File: config.mk
export PLATFORM = sky130hd
export DESIGN_NAME = i2stx_ctrl
export DESIGN_NICKNAME = d
export VERILOG_FILES = /design/src/i2stx_pkg.sv /design/src/i2stx_ctrl.sv
export SDC_FILE = /design/constraint.sdc
export NUM_CORES = 1
export LEC_CHECK = 0
export BUFFER_PORTS_ARGS = -buffer_cell sky130_fd_sc_hd__buf_4
export CAP_MARGIN = 20
export CORE_UTILIZATION = 40
export DETAILED_ROUTE_END_ITERATION = 7
export SYNTH_ARGS = -nofsm -noshare
export SYNTH_HDL_FRONTEND = slang
export SYNTH_SLANG_ARGS = --single-unit
File: constraint.sdc
create_clock -name aclk -period 10.15 [get_ports aclk]
set_input_delay 1.5225 -clock aclk [delete_from_list [all_inputs] [get_ports aclk]]
set_output_delay 1.5225 -clock aclk [all_outputs]
set_load 0.02 [all_outputs]
File: src/i2stx_pkg.sv
`timescale 1ns / 1ps
`default_nettype none
// ----------------------------------------------------------------------------
// i2stx_pkg
// Shared types, register map and sizes of the I2S transmit buffer.
// ----------------------------------------------------------------------------
package i2stx_pkg;

    localparam int RING_DEPTH = 16384;
    localparam int PTR_W      = $clog2(RING_DEPTH);
    localparam int CNT_W      = $clog2(RING_DEPTH + 1);

    localparam int CREDIT_W   = 12;
    localparam int SAMPLE_W   = 16;
    localparam int WORD_W     = 32;
    localparam int OFS_W      = 8;
    localparam int CFG_IDX_W  = 2;

    localparam logic [CREDIT_W-1:0] CREDITS_PER_TICK_RST = CREDIT_W'(882);
    localparam logic [CREDIT_W-1:0] CREDIT_LIMIT_RST     = CREDIT_W'(3528);

    localparam logic [OFS_W-1:0] OFS_CLOCK_CONTROL    = 8'h00;
    localparam logic [OFS_W-1:0] OFS_TRANSMIT_CONTROL = 8'h04;
    localparam logic [OFS_W-1:0] OFS_TRANSMIT_COMMAND = 8'h08;
    localparam logic [OFS_W-1:0] OFS_DATA             = 8'h10;
    localparam logic [OFS_W-1:0] OFS_STATUS           = 8'h3c;
    localparam logic [OFS_W-1:0] OFS_CLOCK_DIVIDER    = 8'h40;

    localparam int RUN_BIT = 2;

    localparam logic [CFG_IDX_W-1:0] CFG_BUFFER_MODE      = 2'd0;
    localparam logic [CFG_IDX_W-1:0] CFG_CREDITS_PER_TICK = 2'd1;
    localparam logic [CFG_IDX_W-1:0] CFG_CREDIT_LIMIT     = 2'd2;

    typedef enum logic [1:0] {
        OP_READ  = 2'd0,
        OP_WRITE = 2'd1,
        OP_DRAIN = 2'd2,
        OP_TICK  = 2'd3
    } op_t;

    typedef struct packed {
        logic                wr_en;
        logic [PTR_W-1:0]    wr_addr;
        logic [SAMPLE_W-1:0] wr_data;
        logic                rd_en;
        logic [PTR_W-1:0]    rd_addr;
    } ring_req_t;

    typedef struct packed {
        logic [WORD_W-1:0] read_data;
        logic              dma_request;
        logic              sample_valid;
        logic              tx_running;
        logic [CNT_W-1:0]  fill_level;
    } result_t;

endpackage
`default_nettype wire

File: src/i2stx_ctrl.sv
`timescale 1ns / 1ps
`default_nettype none
// ----------------------------------------------------------------------------
// i2stx_ctrl
// Register file, ring pointers and credit counter; one request per cycle while go is high.
// ----------------------------------------------------------------------------
module i2stx_ctrl (
    input  wire logic                               aclk,
    input  wire logic                               aresetn,
    input  wire logic                               go,
    input  wire i2stx_pkg::op_t                     op,
    input  wire logic [i2stx_pkg::OFS_W-1:0]        offset,
    input  wire logic [i2stx_pkg::WORD_W-1:0]       write_data,
    input  wire logic                               cfg_wr_en,
    input  wire logic [i2stx_pkg::CFG_IDX_W-1:0]    cfg_index,
    input  wire logic [i2stx_pkg::CREDIT_W-1:0]     cfg_wdata,
    output i2stx_pkg::ring_req_t                    ring_req,
    output i2stx_pkg::result_t                      result
);
    import i2stx_pkg::*;

    logic                buffer_mode_reg;
    logic [CREDIT_W-1:0] credits_per_tick_reg;
    logic [CREDIT_W-1:0] credit_limit_reg;

    logic [WORD_W-1:0]   clock_control_reg,    clock_control_next;
    logic [WORD_W-1:0]   transmit_control_reg, transmit_control_next;
    logic [WORD_W-1:0]   transmit_command_reg, transmit_command_next;
    logic [WORD_W-1:0]   clock_divider_reg,    clock_divider_next;
    logic [PTR_W-1:0]    ring_oldest_reg,      ring_oldest_next;
    logic [CNT_W-1:0]    ring_count_reg,       ring_count_next;
    logic [CREDIT_W-1:0] credit_count_reg,     credit_count_next;

    logic                running;
    logic                running_next;
    logic                ring_full;
    logic [CNT_W:0]      slot_sum;
    logic [PTR_W-1:0]    slot;
    logic [CREDIT_W:0]   credit_sum;
    logic                room;

    // config port
    always_ff @(posedge aclk) begin
        if (!aresetn) begin
            buffer_mode_reg      <= 1'b0;
            credits_per_tick_reg <= CREDITS_PER_TICK_RST;
            credit_limit_reg     <= CREDIT_LIMIT_RST;
        end else if (cfg_wr_en) begin
            case (cfg_index)
                CFG_BUFFER_MODE:      buffer_mode_reg      <= cfg_wdata[0];
                CFG_CREDITS_PER_TICK: credits_per_tick_reg <= cfg_wdata;
                CFG_CREDIT_LIMIT:     credit_limit_reg     <= cfg_wdata;
                default: ;
            endcase
        end
    end

    assign running    = transmit_command_reg[RUN_BIT];
    assign ring_full  = (ring_count_reg >= CNT_W'(RING_DEPTH));
    assign slot_sum   = {1'b0, CNT_W'(ring_oldest_reg)} + {1'b0, ring_count_reg};
    assign slot       = (slot_sum >= (CNT_W + 1)'(RING_DEPTH))
                        ? PTR_W'(slot_sum - (CNT_W + 1)'(RING_DEPTH))
                        : PTR_W'(slot_sum);
    assign credit_sum = {1'b0, credit_count_reg} + {1'b0, credits_per_tick_reg};

    always_comb begin
        clock_control_next    = clock_control_reg;
        transmit_control_next = transmit_control_reg;
        transmit_command_next = transmit_command_reg;
        clock_divider_next    = clock_divider_reg;
        ring_oldest_next      = ring_oldest_reg;
        ring_count_next       = ring_count_reg;
        credit_count_next     = credit_count_reg;

        ring_req.wr_en   = 1'b0;
        ring_req.wr_addr = slot;
        ring_req.wr_data = write_data[SAMPLE_W-1:0];
        ring_req.rd_en   = 1'b0;
        ring_req.rd_addr = ring_oldest_reg;

        result.read_data    = '0;
        result.sample_valid = 1'b0;

        case (op)
            OP_READ: begin
                case (offset)
                    OFS_CLOCK_CONTROL:    result.read_data = clock_control_reg;
                    OFS_TRANSMIT_CONTROL: result.read_data = transmit_control_reg;
                    OFS_TRANSMIT_COMMAND: result.read_data = transmit_command_reg;
                    OFS_STATUS:           result.read_data = '0;
                    OFS_CLOCK_DIVIDER:    result.read_data = clock_divider_reg;
                    default:              result.read_data = '0;
                endcase
            end
            OP_WRITE: begin
                case (offset)
                    OFS_CLOCK_CONTROL:    clock_control_next    = write_data;
                    OFS_TRANSMIT_CONTROL: transmit_control_next = write_data;
                    OFS_TRANSMIT_COMMAND: transmit_command_next = write_data;
                    OFS_CLOCK_DIVIDER:    clock_divider_next    = write_data;
                    OFS_DATA: begin
                        if (buffer_mode_reg) begin
                            if (!ring_full) begin
                                ring_req.wr_en  = go;
                                ring_count_next = ring_count_reg + CNT_W'(1);
                            end
                        end else if (credit_count_reg != '0) begin
                            credit_count_next = credit_count_reg - CREDIT_W'(1);
                        end
                    end
                    default: ;
                endcase
            end
            OP_DRAIN: begin
                if (running && buffer_mode_reg && ring_count_reg != '0) begin
                    ring_req.rd_en      = go;
                    result.sample_valid = 1'b1;
                    ring_count_next     = ring_count_reg - CNT_W'(1);
                    ring_oldest_next    = (ring_oldest_reg == PTR_W'(RING_DEPTH - 1))
                                          ? '0 : ring_oldest_reg + PTR_W'(1);
                end
            end
            OP_TICK: begin
                if (running) begin
                    credit_count_next = (credit_sum < {1'b0, credit_limit_reg})
                                        ? credit_sum[CREDIT_W-1:0] : credit_limit_reg;
                end
            end
            default: ;
        endcase

        running_next = transmit_command_next[RUN_BIT];
        room = buffer_mode_reg ? (ring_count_next < CNT_W'(RING_DEPTH))
                               : (credit_count_next != '0);
        result.dma_request = running_next && room;
        result.tx_running  = running_next;
        result.fill_level  = ring_count_next;
    end

    always_ff @(posedge aclk) begin
        if (!aresetn) begin
            clock_control_reg    <= '0;
            transmit_control_reg <= '0;
            transmit_command_reg <= '0;
            clock_divider_reg    <= '0;
            ring_oldest_reg      <= '0;
            ring_count_reg       <= '0;
            credit_count_reg     <= '0;
        end else if (go) begin
            clock_control_reg    <= clock_control_next;
            transmit_control_reg <= transmit_control_next;
            transmit_command_reg <= transmit_command_next;
            clock_divider_reg    <= clock_divider_next;
            ring_oldest_reg      <= ring_oldest_next;
            ring_count_reg       <= ring_count_next;
            credit_count_reg     <= credit_count_next;
        end
    end

endmodule
`default_nettype wire

Yosys cells after proc, flatten, opt, wreduce, memory -nomap -nowiden
Index checks and enable logic that the tools add are counted.
Operators by class
  add/subtract/negate cells: 7
  $mul: 0
  div/mod/pow operators: 0
  magnitude comparators: 4
  eq/ne operators: 10
  shift-type cells: 0
  multiplexer cells: 26
  bitwise gates (word level): 0
  reduce and logical (&&, ||, !) cells: 17
Operator list (number)
  one-hot mux 32 bit (4 select lines): 1
  2-to-1 mux 12 bit: 5
  2-to-1 mux 15 bit: 4
  2-to-1 mux 32 bit: 1
  one-hot mux 15 bit (2 select lines): 1
  2-to-1 mux 14 bit: 2
  one-hot mux 12 bit (2 select lines): 1
  nonzero test 12 bit: 2
  adder 14 x 15 -> 16 bit: 1
  greater-or-equal comparator 16 x 15 -> 1 bit, second input constant: 1
  adder 15 x 1 -> 15 bit, second input constant: 1
  greater-or-equal comparator 15 bit, second input constant: 1
  < comparator 15 bit, second input constant: 1
  AND reduction 3 bit: 5
  nonzero test 15 bit: 1
  subtractor 15 x 1 -> 15 bit, second input constant: 1
  adder 14 x 1 -> 14 bit, second input constant: 1
  == test 14 bit, second input constant: 1
  subtractor 14 x 1 -> 14 bit, second input constant: 1
  adder 12 x 12 -> 13 bit: 1
  < comparator 13 x 12 -> 1 bit: 1
  subtractor 12 x 1 -> 12 bit, second input constant: 1
  2-to-1 mux 1 bit: 9
  == test 8 x 3 -> 1 bit, second input constant: 1
  10 further kinds: 19
Storage, ports and cells
  register bits after elaboration: 194
  bits in latches: 0
  RAM bits: 0
  memory bits (read-only): 0
  input port bits: 60
  output and inout bits: 96
  logic and storage cells: 75
  memories: 0

Depth between registers and ports, before layout
Gate-level depths: netlist of the first run.
  word-level depth: 8
  depth in mapped cells: 18
  gate-level depth less buffers: 17

Least setup slack after synthesis of the first run
No wires, ideal clock.
  kind: reg-to-output
  from: register credit_count_reg[0]
  to: output port result[17] in the netlist's numbering
  arrival time: 4291 ps
  data required time: 8628 ps
  path slack: 4337 ps
  stages on the path, launching flop included: 18
  buffers on the path: 1
  path through: dfxtp_1 > ha_1 > fa_1 > a211oi_1 > o21ai_0 > a41o_1 > a21oi_1 > xnor2_1 > ha_1 > a21o_1 > a211o_1 > a311oi_4 > and2_1 > buf_6 > mux2i_1 > o21ai_0 > nor4b_1 > a31oi_1
RTL lines
  from (decl): RTL line i2stx_ctrl.sv:32  | logic [CREDIT_W-1:0] credit_count_reg, credit_count_next;
  from (signal assigned): RTL line i2stx_ctrl.sv:156  | credit_count_reg <= credit_count_next;
  to (decl): RTL line i2stx_ctrl.sv:18  | output i2stx_pkg::result_t result

==> results.json, run 1 <==
{
  "floorplan.initialDensity": 0.412,
  "syn_area_um2": 10800,
  "dp.cells": 1841,
  "fmax_mhz": 142,
  "critPathLaunchType": "flip-flop",
  "final_antenna_net_count": 0,
  "leakage_nw": 4.75,
  "hpwl_um": 21500,
  "grt_pass1_vias": 9938,
  "fp.dieH_um": 167,
  "finalSetupTns_ns": 0,
  "place_ws_ns": 3.59,
  "grt_overflow": 0,
  "area.growth.synth_to_final_pct": 16.5,
  "cp.required_ns": 8.63,
  "fill_cells": 2679,
  "setup_violations": 0,
  "cts_max_path_buffers": 2,
  "vias": 10553,
  "layout_common_cells": "nand2_1, a21oi_1, dfxtp_1, buf_4, nor2_1",
  "n_antenna_cell": 0,
  "hold_class": "flip-flop to flip-flop",
  "grt_pass1_wl_um": 52900,
  "crit_path_end_kind": "output pin",
  "core_um2": 26300,
  "routedWlPerCell_um": 17.6,
  "drc": 10,
  "grt_usage": 0.236,
  "cp_slowest_cell": "and2_1",
  "ioPinCount": 156,
  "crit_path_cell_trace": "ha_1 -> fa_1 -> a211oi_1 -> o21ai_0 -> a41o_1 -> a21oi_1 -> xnor2_1 -> ha_1 -> a21o_1 -> a211o_1 -> a311oi_4 -> and2_1 -> mux2i_1 -> a221oi_1 -> nor4b_1 -> a31oi_1 -> buf_4",
  "p_switching_mw": 0.466,
  "drt_first_iter_violations": 808,
  "path_clk_slew_ns": 0.07,
  "synth-edff-count": 0,
  "synth_seq_cells": 194,
  "routed_via_density": 5.64,
  "switching_share": 0.276,
  "ys_types": 71,
  "clk_latency_ns": 0.43,
  "numCtsBuffers": 17,
  "post_cts_buffers": 0,
  "cts_resized": 0,
  "syn_area_per_cell_um2": 7.45,
  "ys_async_sr_fraction": 0,
  "dr.pass1.iters": 8,
  "drive_above_1_share": 0.143,
  "antenna_found_initial": 1,
  "nets": 1633,
  "rsz0062_at_grt": "no",
  "synth_flop_cell": "dfxtp_1",
  "power_density_nw_per_um2": 134,
  "critPathMaxFanout": 12,
  "peakVddDrop_mv": 0.115,
  "io_buffers": 155,
  "h-tree-depth": 4,
  "pwr-share-clk": 0.424,
  "wl_um": 32900,
  "cap_viol_max_count": 0,
  "seqPwrFrac": 0.462,
  "drv_slew": 0,
  "die_w_um": 167,
  "dieArea_um2": 27700,
  "p_int_mw": 1.22,
  "synthCells": 1452,
  "worst_pin_slew_ns": 0.938,
  "hold_buffers": 0,
  "period_share": 0.695,
  "rows": 59,
  "layout.cells.non_filler": 1872,
  "max_stage_delay_ns": 0.50,
  "crit_arrival_ns": 5.53,
  "p_comb_frac": 0.114,
  "syn_nets": 1560,
  "final_hold_viol_count": 0,
  "violations": "design-rule violations",
  "holdWs_ns": 0.456,
  "status": "finished with violations",
  "critPathKind": "flip-flop to output pin",
  "clock_sinks": 194,
  "fin_crit_ns": 7.05,
  "yosysWarnings": 0,
  "layout_commonest_cell": "nand2_1",
  "yosysSeqAreaShare": 0.359,
  "cts_tree": "built",
  "fin_skew_ns": 0.0116,
  "root_buffer": "clkbuf_16",
  "cpMostUsedCell": "ha_1",
  "worst_slack_ns": 3.10,
  "gp_congestion": 0.885,
  "grt_max_degree": 86,
  "slew_headroom": 0.375
}
-- cell usage after synthesis (3+ instances only) --
cell type	instances	area [µm²]
nand2_1	349	1310
nand2b_1	4	25.0
a221oi_1	4	35.0
or2_2	5	31.3
clkbuf_1	93	349
mux2i_1	13	130
nor3_1	25	125
and3_1	13	81.3
nand3_1	32	160
or3_1	4	25.0
and2_1	6	37.5
o2111ai_1	3	26.3
nor2b_1	5	31.3
or4_1	4	30.0
a211oi_1	13	97.6
a22oi_1	65	488
o21a_1	6	45.0
a31oi_1	15	93.8
o31ai_1	6	45.0
a22o_1	3	26.3
nor2_1	74	278
nand4_1	15	93.8
xor2_1	16	140
nand3b_1	3	22.5
o211ai_1	10	75.1
inv_1	35	131
nor3b_1	6	45.0
buf_4	17	128
nor4_1	8	50.1
and3b_1	4	35.0
o21ai_0	42	210
buf_6	3	33.8
a21o_1	12	90.1
a21oi_1	227	1140
xnor2_1	20	175
ha_1	46	576
dfxtp_1	194	3880
o22ai_1	3	18.8
a32oi_1	3	26.3
-- through the flow --
step                instance area, µm²  total power, mW   util
finish                           12600             1.69  0.480
global route                     12600             1.75  0.480
CTS                              12600             1.70  0.480
detailed placement               12000            0.988  0.456
global placement                 12000            0.986  0.456
floorplan                        10800            0.923      -
-- cell families after synthesis --
logic type                 Yosys count  share of synthesized area
and+or+nand+nor                    569                      0.232
AOI/OAI and AO/OA                  438                      0.248
DFF                                194                      0.359
buffers and inverters              152                     0.0617
adders and majority gates           48                     0.0569
xor gates and xnor gates            36                     0.0291
muxes                               15                     0.0141
-- final cells by class --
cell class | instances | area (µm²) | share of cell area
Clock buffer | 17 | 425 | 0.0337
Clock inverter | 14 | 193 | 0.0153
Inverter | 35 | 134 | 0.0106
Multi-Input combinational cell | 1106 | 6270 | 0.497
Sequential cell | 194 | 3880 | 0.308
Tap cell | 335 | 419 | 0.0332
Timing Repair Buffer | 171 | 1280 | 0.102
-- final timing paths --
path / start / end / slack [ns] / cells past startpoint
worst max-delay path: credit_count_reg[0] / result[17] / 3.10 / 17
worst min-delay path: transmit_control_reg[17] / transmit_control_reg[17] / 0.46 / 2
worst max register to register: credit_count_reg[0] / credit_count_reg[0] / 5.29 / 15
worst min register to register: transmit_control_reg[17] / transmit_control_reg[17] / 0.46 / 2
-- layer usage --
metal | routed length (µm) | track usage | vias up
li1 | - | - | 5242
met1 | 14600 | 0.305 | 4985
met2 | 15600 | 0.394 | 289
met3 | 2080 | 0.0473 | 35
met4 | 592 | 0.0700 | 2
met5 | 11 | 0 | -
-- power groups by stage --
stage | clock network (mW) | logic (mW) | registers (mW)
finish | 0.715 | 0.192 | 0.779
global route | 0.761 | 0.212 | 0.781
CTS | 0.733 | 0.191 | 0.779
detailed placement | 0 | 0.190 | 0.797
global placement | 0 | 0.189 | 0.797
floorplan | 0 | 0.130 | 0.793
-- critical path: cells and delay by family, from the launching register on --
family / cells / cell delay, ns
AOI/OAI and AO/OA: 9 / 2.24
xor gates and xnor gates: 1 / 0.17
adders and majority gates: 3 / 0.96
buffers and inverters: 1 / 0.19
DFF: 1 / 0.38
muxes: 1 / 0.33
and+or+nand+nor: 2 / 0.84
No activity file was read; power rests on OpenSTA's default activity.
==> inputs of run 2 (changes only) <==
Settings changed: ABC_AREA set to 1.
Clock period 10.15 ns to 6.3 ns, I/O delays scaled along.
==> results.json, run 2 <==
{
  "status": "finished, final reports clean",
  "rsz0062_at_grt": "no",
  "io_buffers": 155,
  "root_buffer": "clkbuf_16",
  "dr.pass1.iters": 5,
  "floorplan.initialDensity": 0.410,
  "synth_flop_cell": "dfxtp_1",
  "h-tree-depth": 4,
  "synth-edff-count": 0,
  "ioPinCount": 156,
  "power_density_nw_per_um2": 215,
  "p_comb_frac": 0.168,
  "reg2reg_to": "credit_count_reg[1]",
  "crit_arrival_ns": 4.13,
  "grt_overflow": 0,
  "finalSetupTns_ns": 0,
  "hpwl_um": 23700,
  "layout_commonest_cell": "nor2_1",
  "synth_seq_cells": 194,
  "crit_path_cell_trace": "ha_1 -> fa_1 -> nand2_1 -> nand2_1 -> nand2_1 -> xnor2_1 -> ha_1 -> nand2_1 -> nor3_1 -> nor2_1 -> o211ai_2 -> inv_1 -> nand2_1 -> nand3_1 -> nand2_1 -> nand2_1 -> nor2_1 -> nand4_1 -> nor2_1 -> nor2_1 -> buf_4",
  "cpMostUsedCell": "nand2_1",
  "place_ws_ns": 1.72,
  "synthCells": 1690,
  "drive_above_1_share": 0.140,
  "yosysSeqAreaShare": 0.337,
  "drv_slew": 0,
  "core_um2": 28100,
  "cp_slowest_cell": "fa_1",
  "ff2ff_path_depth": 17,
  "slew_headroom": 0.293,
  "numCtsBuffers": 17,
  "n_antenna_cell": 0,
  "yosysTopAreaCell": "dfxtp_1",
  "yosysWarnings": 0,
  "hold_buffers": 0,
  "post_cts_buffers": 0,
  "vias": 11345,
  "pwr-share-clk": 0.386,
  "syn_nets": 1798,
  "leakage_nw": 5.93,
  "ys_types": 57,
  "area.growth.synth_to_final_pct": 15.9,
  "critPathMaxFanout": 13,
  "drc": 0,
  "timing.reg2reg.setup_slack_ns": 2.77,
  "rr_startpoint": "credit_count_reg[0]",
  "cap_viol_max_count": 0,
  "postLayoutCellArea_um2": 13400,
  "synth_commonest_cells": "nor2_1, nand2_1, dfxtp_1, inv_1, o21ai_0",
  "cp.required_ns": 5.35,
  "holdPathEnd": "transmit_command_reg[20]",
  "max_stage_delay_ns": 0.45,
  "period_share": 0.806,
  "wl_um": 34700,
  "setup_violations": 0,
  "ys_top_cells_by_area": "dfxtp_1, nor2_1, o21ai_0, nand2_1, inv_1",
  "final_hold_viol_count": 0,
  "grt_usage": 0.240,
  "fin_crit_ns": 5.07,
  "routedWlPerCell_um": 16.0,
  "layout_common_cells": "nor2_1, nand2_1, dfxtp_1, inv_1, o21ai_0",
  "fmax_mhz": 197,
  "worst_pin_slew_ns": 1.06,
  "routed_via_density": 5.24,
  "clock_sinks": 194,
  "syn_area_um2": 11500,
  "syn_area_per_cell_um2": 6.82,
  "grt_max_degree": 98,
  "cts_max_path_buffers": 2,
  "die_w_um": 172,
  "grt_pass1_wl_um": 55900,
  "drt_first_iter_violations": 832,
  "hold_start": "transmit_command_reg[20]",
  "hold_depth": 2,
  "dpl_cell_area_um2": 12800,
  "total_power_mw": 2.87,
  "clk_latency_ns": 0.45,
  "yosysMostFrequentCell": "nor2_1",
  "peakVddDrop_mv": 0.172,
  "fp.dieH_um": 172,
  "p_switching_mw": 0.904,
  "grt_pass1_vias": 10669,
  "final_antenna_net_count": 0,
  "rows": 61,
  "antenna_found_initial": 0,
  "hold_class": "flip-flop to flip-flop",
  "fin_skew_ns": 0.0142,
  "synth_top_area_share": 0.337,
  "worst_slack_ns": 1.23,
  "holdWs_ns": 0.446,
  "cts_resized": 0,
  "p_int_mw": 1.96,
  "critPathKind": "flip-flop to output pin",
  "dieArea_um2": 29500,
  "crit_path_end_kind": "output pin",
  "seqPwrFrac": 0.447,
  "gp_congestion": 0.893,
  "nets": 1882,
  "path_clk_slew_ns": 0.07,
  "cts_tree": "built",
  "switching_share": 0.315,
  "ys_async_sr_fraction": 0,
  "critPathLaunchType": "flip-flop"
}
==> run 2: changes by cell type in the layout (fill, tap and decap cells not counted), moves of 26 or more <==
cell and change:
a32o_1 +26, inv_1 +150, nand3_1 +42, a21oi_1 -96, a22oi_1 -65, o21ai_0 +141, nand2_1 -133, nor2_1 +243
==> run 2: routing by layer <==
metal  part of all wire  track usage  up-vias
li1                   -            -     5782
met3              0.052       0.0405       42
met4              0.019       0.0716        0
met1               0.45        0.306     5247
met5                  0            0        -
met2               0.48        0.412      274
==> run 2: worst max-delay path, delay by kind of cell, from the launching register on <==
kind	cells	cell delay (ns)
adders and majority gates	3	1.03
xor gates and xnor gates	1	0.13
AOI/OAI and AO/OA	1	0.44
and+or+nand+nor	14	1.39
DFF	1	0.36
buffers and inverters	2	0.35
==> run 2: stage by stage <==
stage               std cells   util
finish                   2165  0.476
CTS                      2165  0.476
global route             2165  0.476
detailed placement       2133  0.454
floorplan                1690      -
global placement         2133  0.454
==> run 2: worst max path at each step <==
stage                             start         end  slack, ns  cells after the start
floorplan           credit_count_reg[0]  result[17]       2.27                     25
global placement    credit_count_reg[0]  result[17]       1.74                     23
detailed placement  credit_count_reg[0]  result[17]       1.72                     19
CTS                 credit_count_reg[0]  result[17]       1.24                     19
global route        credit_count_reg[0]  result[17]       0.87                     21
finish              credit_count_reg[0]  result[17]       1.23                     21
==> run 2: area by class of cell <==
class                           count  area [µm²]
Clock inverter                     14         154
Clock buffer                       18         439
Inverter                          199         753
Tap cell                          378         473
Sequential cell                   194        3880
Timing Repair Buffer              168        1260
Multi-Input combinational cell   1194        6390
Fill cell                        2991       14700
==> run 2: logic make-up (layout without fill, tap and decap cells) <==
kind of cell               after synthesis  after routing  share of synthesized area
buffers and inverters                  302            399                      0.109
adders and majority gates               48             48                     0.0534
AOI/OAI and AO/OA                      442            442                      0.228
and+or+nand+nor                        681            681                      0.255
DFF                                    194            194                      0.337
xor gates and xnor gates                23             23                     0.0175
==> run 2: power by group through the flow <==
| stage | sequential [mW] | combinational [mW] | clock, mW |
|---|---|---|---|
| 5_1_grt | 1.29 | 0.545 | 1.18 |
| 4_1_cts | 1.28 | 0.481 | 1.13 |
| 3_5_place_dp | 1.31 | 0.479 | 0 |
| 6_report | 1.28 | 0.481 | 1.11 |
| 2_1_floorplan | 1.29 | 0.341 | 0 |
| 3_3_place_gp | 1.31 | 0.478 | 0 |
==> inputs of run 3 (changes only) <==
Clock period 6.3 ns to 4.4 ns, I/O delays scaled along.
==> results.json, run 3 (synthesis results as in run 2) <==
{
  "status": "finished with violations",
  "violations": "negative setup slack",
  "root_buffer": "clkbuf_16",
  "fmax_mhz": 221,
  "pwr-share-clk": 0.369,
  "peakVddDrop_mv": 0.261,
  "io_buffers": 155,
  "setup_violations": 1,
  "grt_overflow": 0,
  "timing.reg2reg.setup_slack_ns": 1.12,
  "critPathLaunchType": "flip-flop",
  "numCtsBuffers": 17,
  "ioPinCount": 156,
  "multiInputGateArea_um2": 6720,
  "final_antenna_net_count": 0,
  "switching_share": 0.320,
  "critPathMaxFanout": 5,
  "p_comb_frac": 0.191,
  "cts_tree": "built",
  "hold_start": "cfg_wdata[5]",
  "crit_path_cell_trace": "ha_4 -> fa_2 -> nand2_2 -> nand2_2 -> nand3_2 -> nand2_2 -> xor2_2 -> ha_1 -> nand2_1 -> inv_2 -> nand2_1 -> nand2_2 -> a21oi_4 -> o211ai_4 -> buf_6 -> nand2_1 -> nand3_2 -> a21oi_2 -> nand2_1 -> nor2_1 -> nand2_1 -> nor2_2 -> nor2_2 -> buf_4",
  "reg2reg_to": "credit_count_reg[3]",
  "rr_startpoint": "credit_count_reg[0]",
  "ff2ff_path_depth": 22,
  "die_w_um": 172,
  "cp_slowest_cell": "fa_2",
  "hpwl_um": 24200,
  "postLayoutCellArea_um2": 13900,
  "drt_first_iter_violations": 929,
  "grt_max_degree": 116,
  "max_stage_delay_ns": 0.38,
  "core_um2": 28100,
  "clock_sinks": 194,
  "regArea_um2": 3920,
  "fin_crit_ns": 4.52,
  "finalSetupTns_ns": -0.117,
  "final_hold_viol_count": 0,
  "holdPathEnd": "credits_per_tick_reg[5]",
  "n_antenna_cell": 0,
  "gp_congestion": 0.939,
  "drive_above_1_share": 0.188,
  "h-tree-depth": 4,
  "wl_um": 36000,
  "dieArea_um2": 29500,
  "dpl_cell_area_um2": 12900,
  "layout_common_cells": "nor2_1, nand2_1, o21ai_0, buf_4, inv_1",
  "routed_via_density": 5.33,
  "path_clk_slew_ns": 0.08,
  "fp.dieH_um": 172,
  "floorplan.initialDensity": 0.410,
  "drc": 0,
  "nets": 1904,
  "hold_class": "primary input to flip-flop",
  "worst_pin_slew_ns": 0.827,
  "fin_skew_ns": 0.0159,
  "p_switching_mw": 1.34,
  "hold_depth": 3,
  "grt_usage": 0.247,
  "area.growth.synth_to_final_pct": 20.7,
  "total_power_mw": 4.18,
  "period_share": 1.03,
  "drv_slew": 0,
  "p_int_mw": 2.84,
  "routedWlPerCell_um": 16.4,
  "crit_path_end_kind": "output pin",
  "dr.pass1.iters": 7,
  "power_density_nw_per_um2": 301,
  "leakage_nw": 6.04,
  "fill_cells": 2896,
  "cpMostUsedCell": "nand2_1",
  "cap_viol_max_count": 0,
  "critPathKind": "flip-flop to output pin",
  "layout_commonest_cell": "nor2_1",
  "grt_pass1_vias": 10976,
  "worst_slack_ns": -0.117,
  "seqPwrFrac": 0.440,
  "cp.required_ns": 3.74,
  "antenna_found_initial": 1,
  "crit_arrival_ns": 3.86,
  "cp_top_family": "simple AND/OR/NAND/NOR gates",
  "slew_headroom": 0.448,
  "vias": 11657,
  "path_buf_inv": 3,
  "rows": 61,
  "rsz0062_at_grt": "yes",
  "cts_max_path_buffers": 2,
  "grt_pass1_wl_um": 57400,
  "clk_latency_ns": 0.45
}
## run 3: cell types whose count changed in the layout (fill, tap and decap cells not counted), sizes merged
cell / change
buf: +21
inv: -4
clkinv: +2
clkinvlp: +2
clkbuf: -1
o211ai: +1
## run 3: cell type report
class	count	share of cell area
Tap cell	378	0.0340
Sequential cell	194	0.282
Clock buffer	17	0.0306
Inverter	199	0.0542
Multi-Input combinational cell	1195	0.483
Clock inverter	14	0.0109
Timing Repair Buffer	189	0.106
## run 3: what timing repair did
item                                    in CTS  in global routing
pin swaps                                   17                 15
cloned                                       1                  0
hold buffers                                 0                  0
setup buffers                               11                  3
resized for setup                           38                 47
endpoints found under the setup margin       1                  1
## run 3: worst reg2reg max path, delay by kind of cell (launching register included)
family                   cells  cell delay [ns]
XOR/XNOR                     1             0.16
AND/OR/NAND/NOR             10             0.71
adder cells (fa/ha/maj)      3             0.84
AO/OA/AOI/OAI                4             0.71
flip-flops                   1             0.35
buffers and inverters        4             0.40
## run 3: through the flow
step / utilization / instances / hold WS [ns] / setup WS [ns]
6_report: 0.495 / 2186 / 0.429 / -0.117
5_1_grt: 0.495 / 2186 / 0.423 / -0.297
4_1_cts: 0.487 / 2183 / 0.416 / -0.0552
3_5_place_dp: 0.458 / 2140 / 0.440 / 0.0794
3_3_place_gp: 0.458 / 2140 / 0.432 / 0.168
2_1_floorplan: - / 1690 / 0.424 / 0.651
## run 3: metal layers
| layer | wire length [µm] | GRT usage | share of wire |
|---|---|---|---|
| met1 | 16400 | 0.319 | 0.46 |
| met2 | 16900 | 0.416 | 0.47 |
| met3 | 2030 | 0.0467 | 0.056 |
| met4 | 699 | 0.0746 | 0.019 |
| met5 | 13 | 0 | 0.00036 |
## run 3: worst max-delay path by stage
stage | to | start | slack [ns] | cells past startpoint
after detailed placement | result[17] | credit_count_reg[0] | 0.08 | 21
final | result[17] | credit_count_reg[0] | -0.12 | 24
after CTS | result[17] | credit_count_reg[0] | -0.06 | 24
after floorplan | result[17] | credit_count_reg[0] | 0.65 | 25
after global routing | result[17] | credit_count_reg[0] | -0.30 | 23
after global placement | result[17] | credit_count_reg[0] | 0.17 | 21
## run 3: power groups by stage
stage | clock (mW) | combinational, mW | sequential (mW)
after floorplan | 0 | 0.488 | 1.85
after global placement | 0 | 0.691 | 1.87
after detailed placement | 0 | 0.695 | 1.88
after CTS | 1.58 | 0.749 | 1.84
after global routing | 1.64 | 0.880 | 1.85
final | 1.54 | 0.799 | 1.84
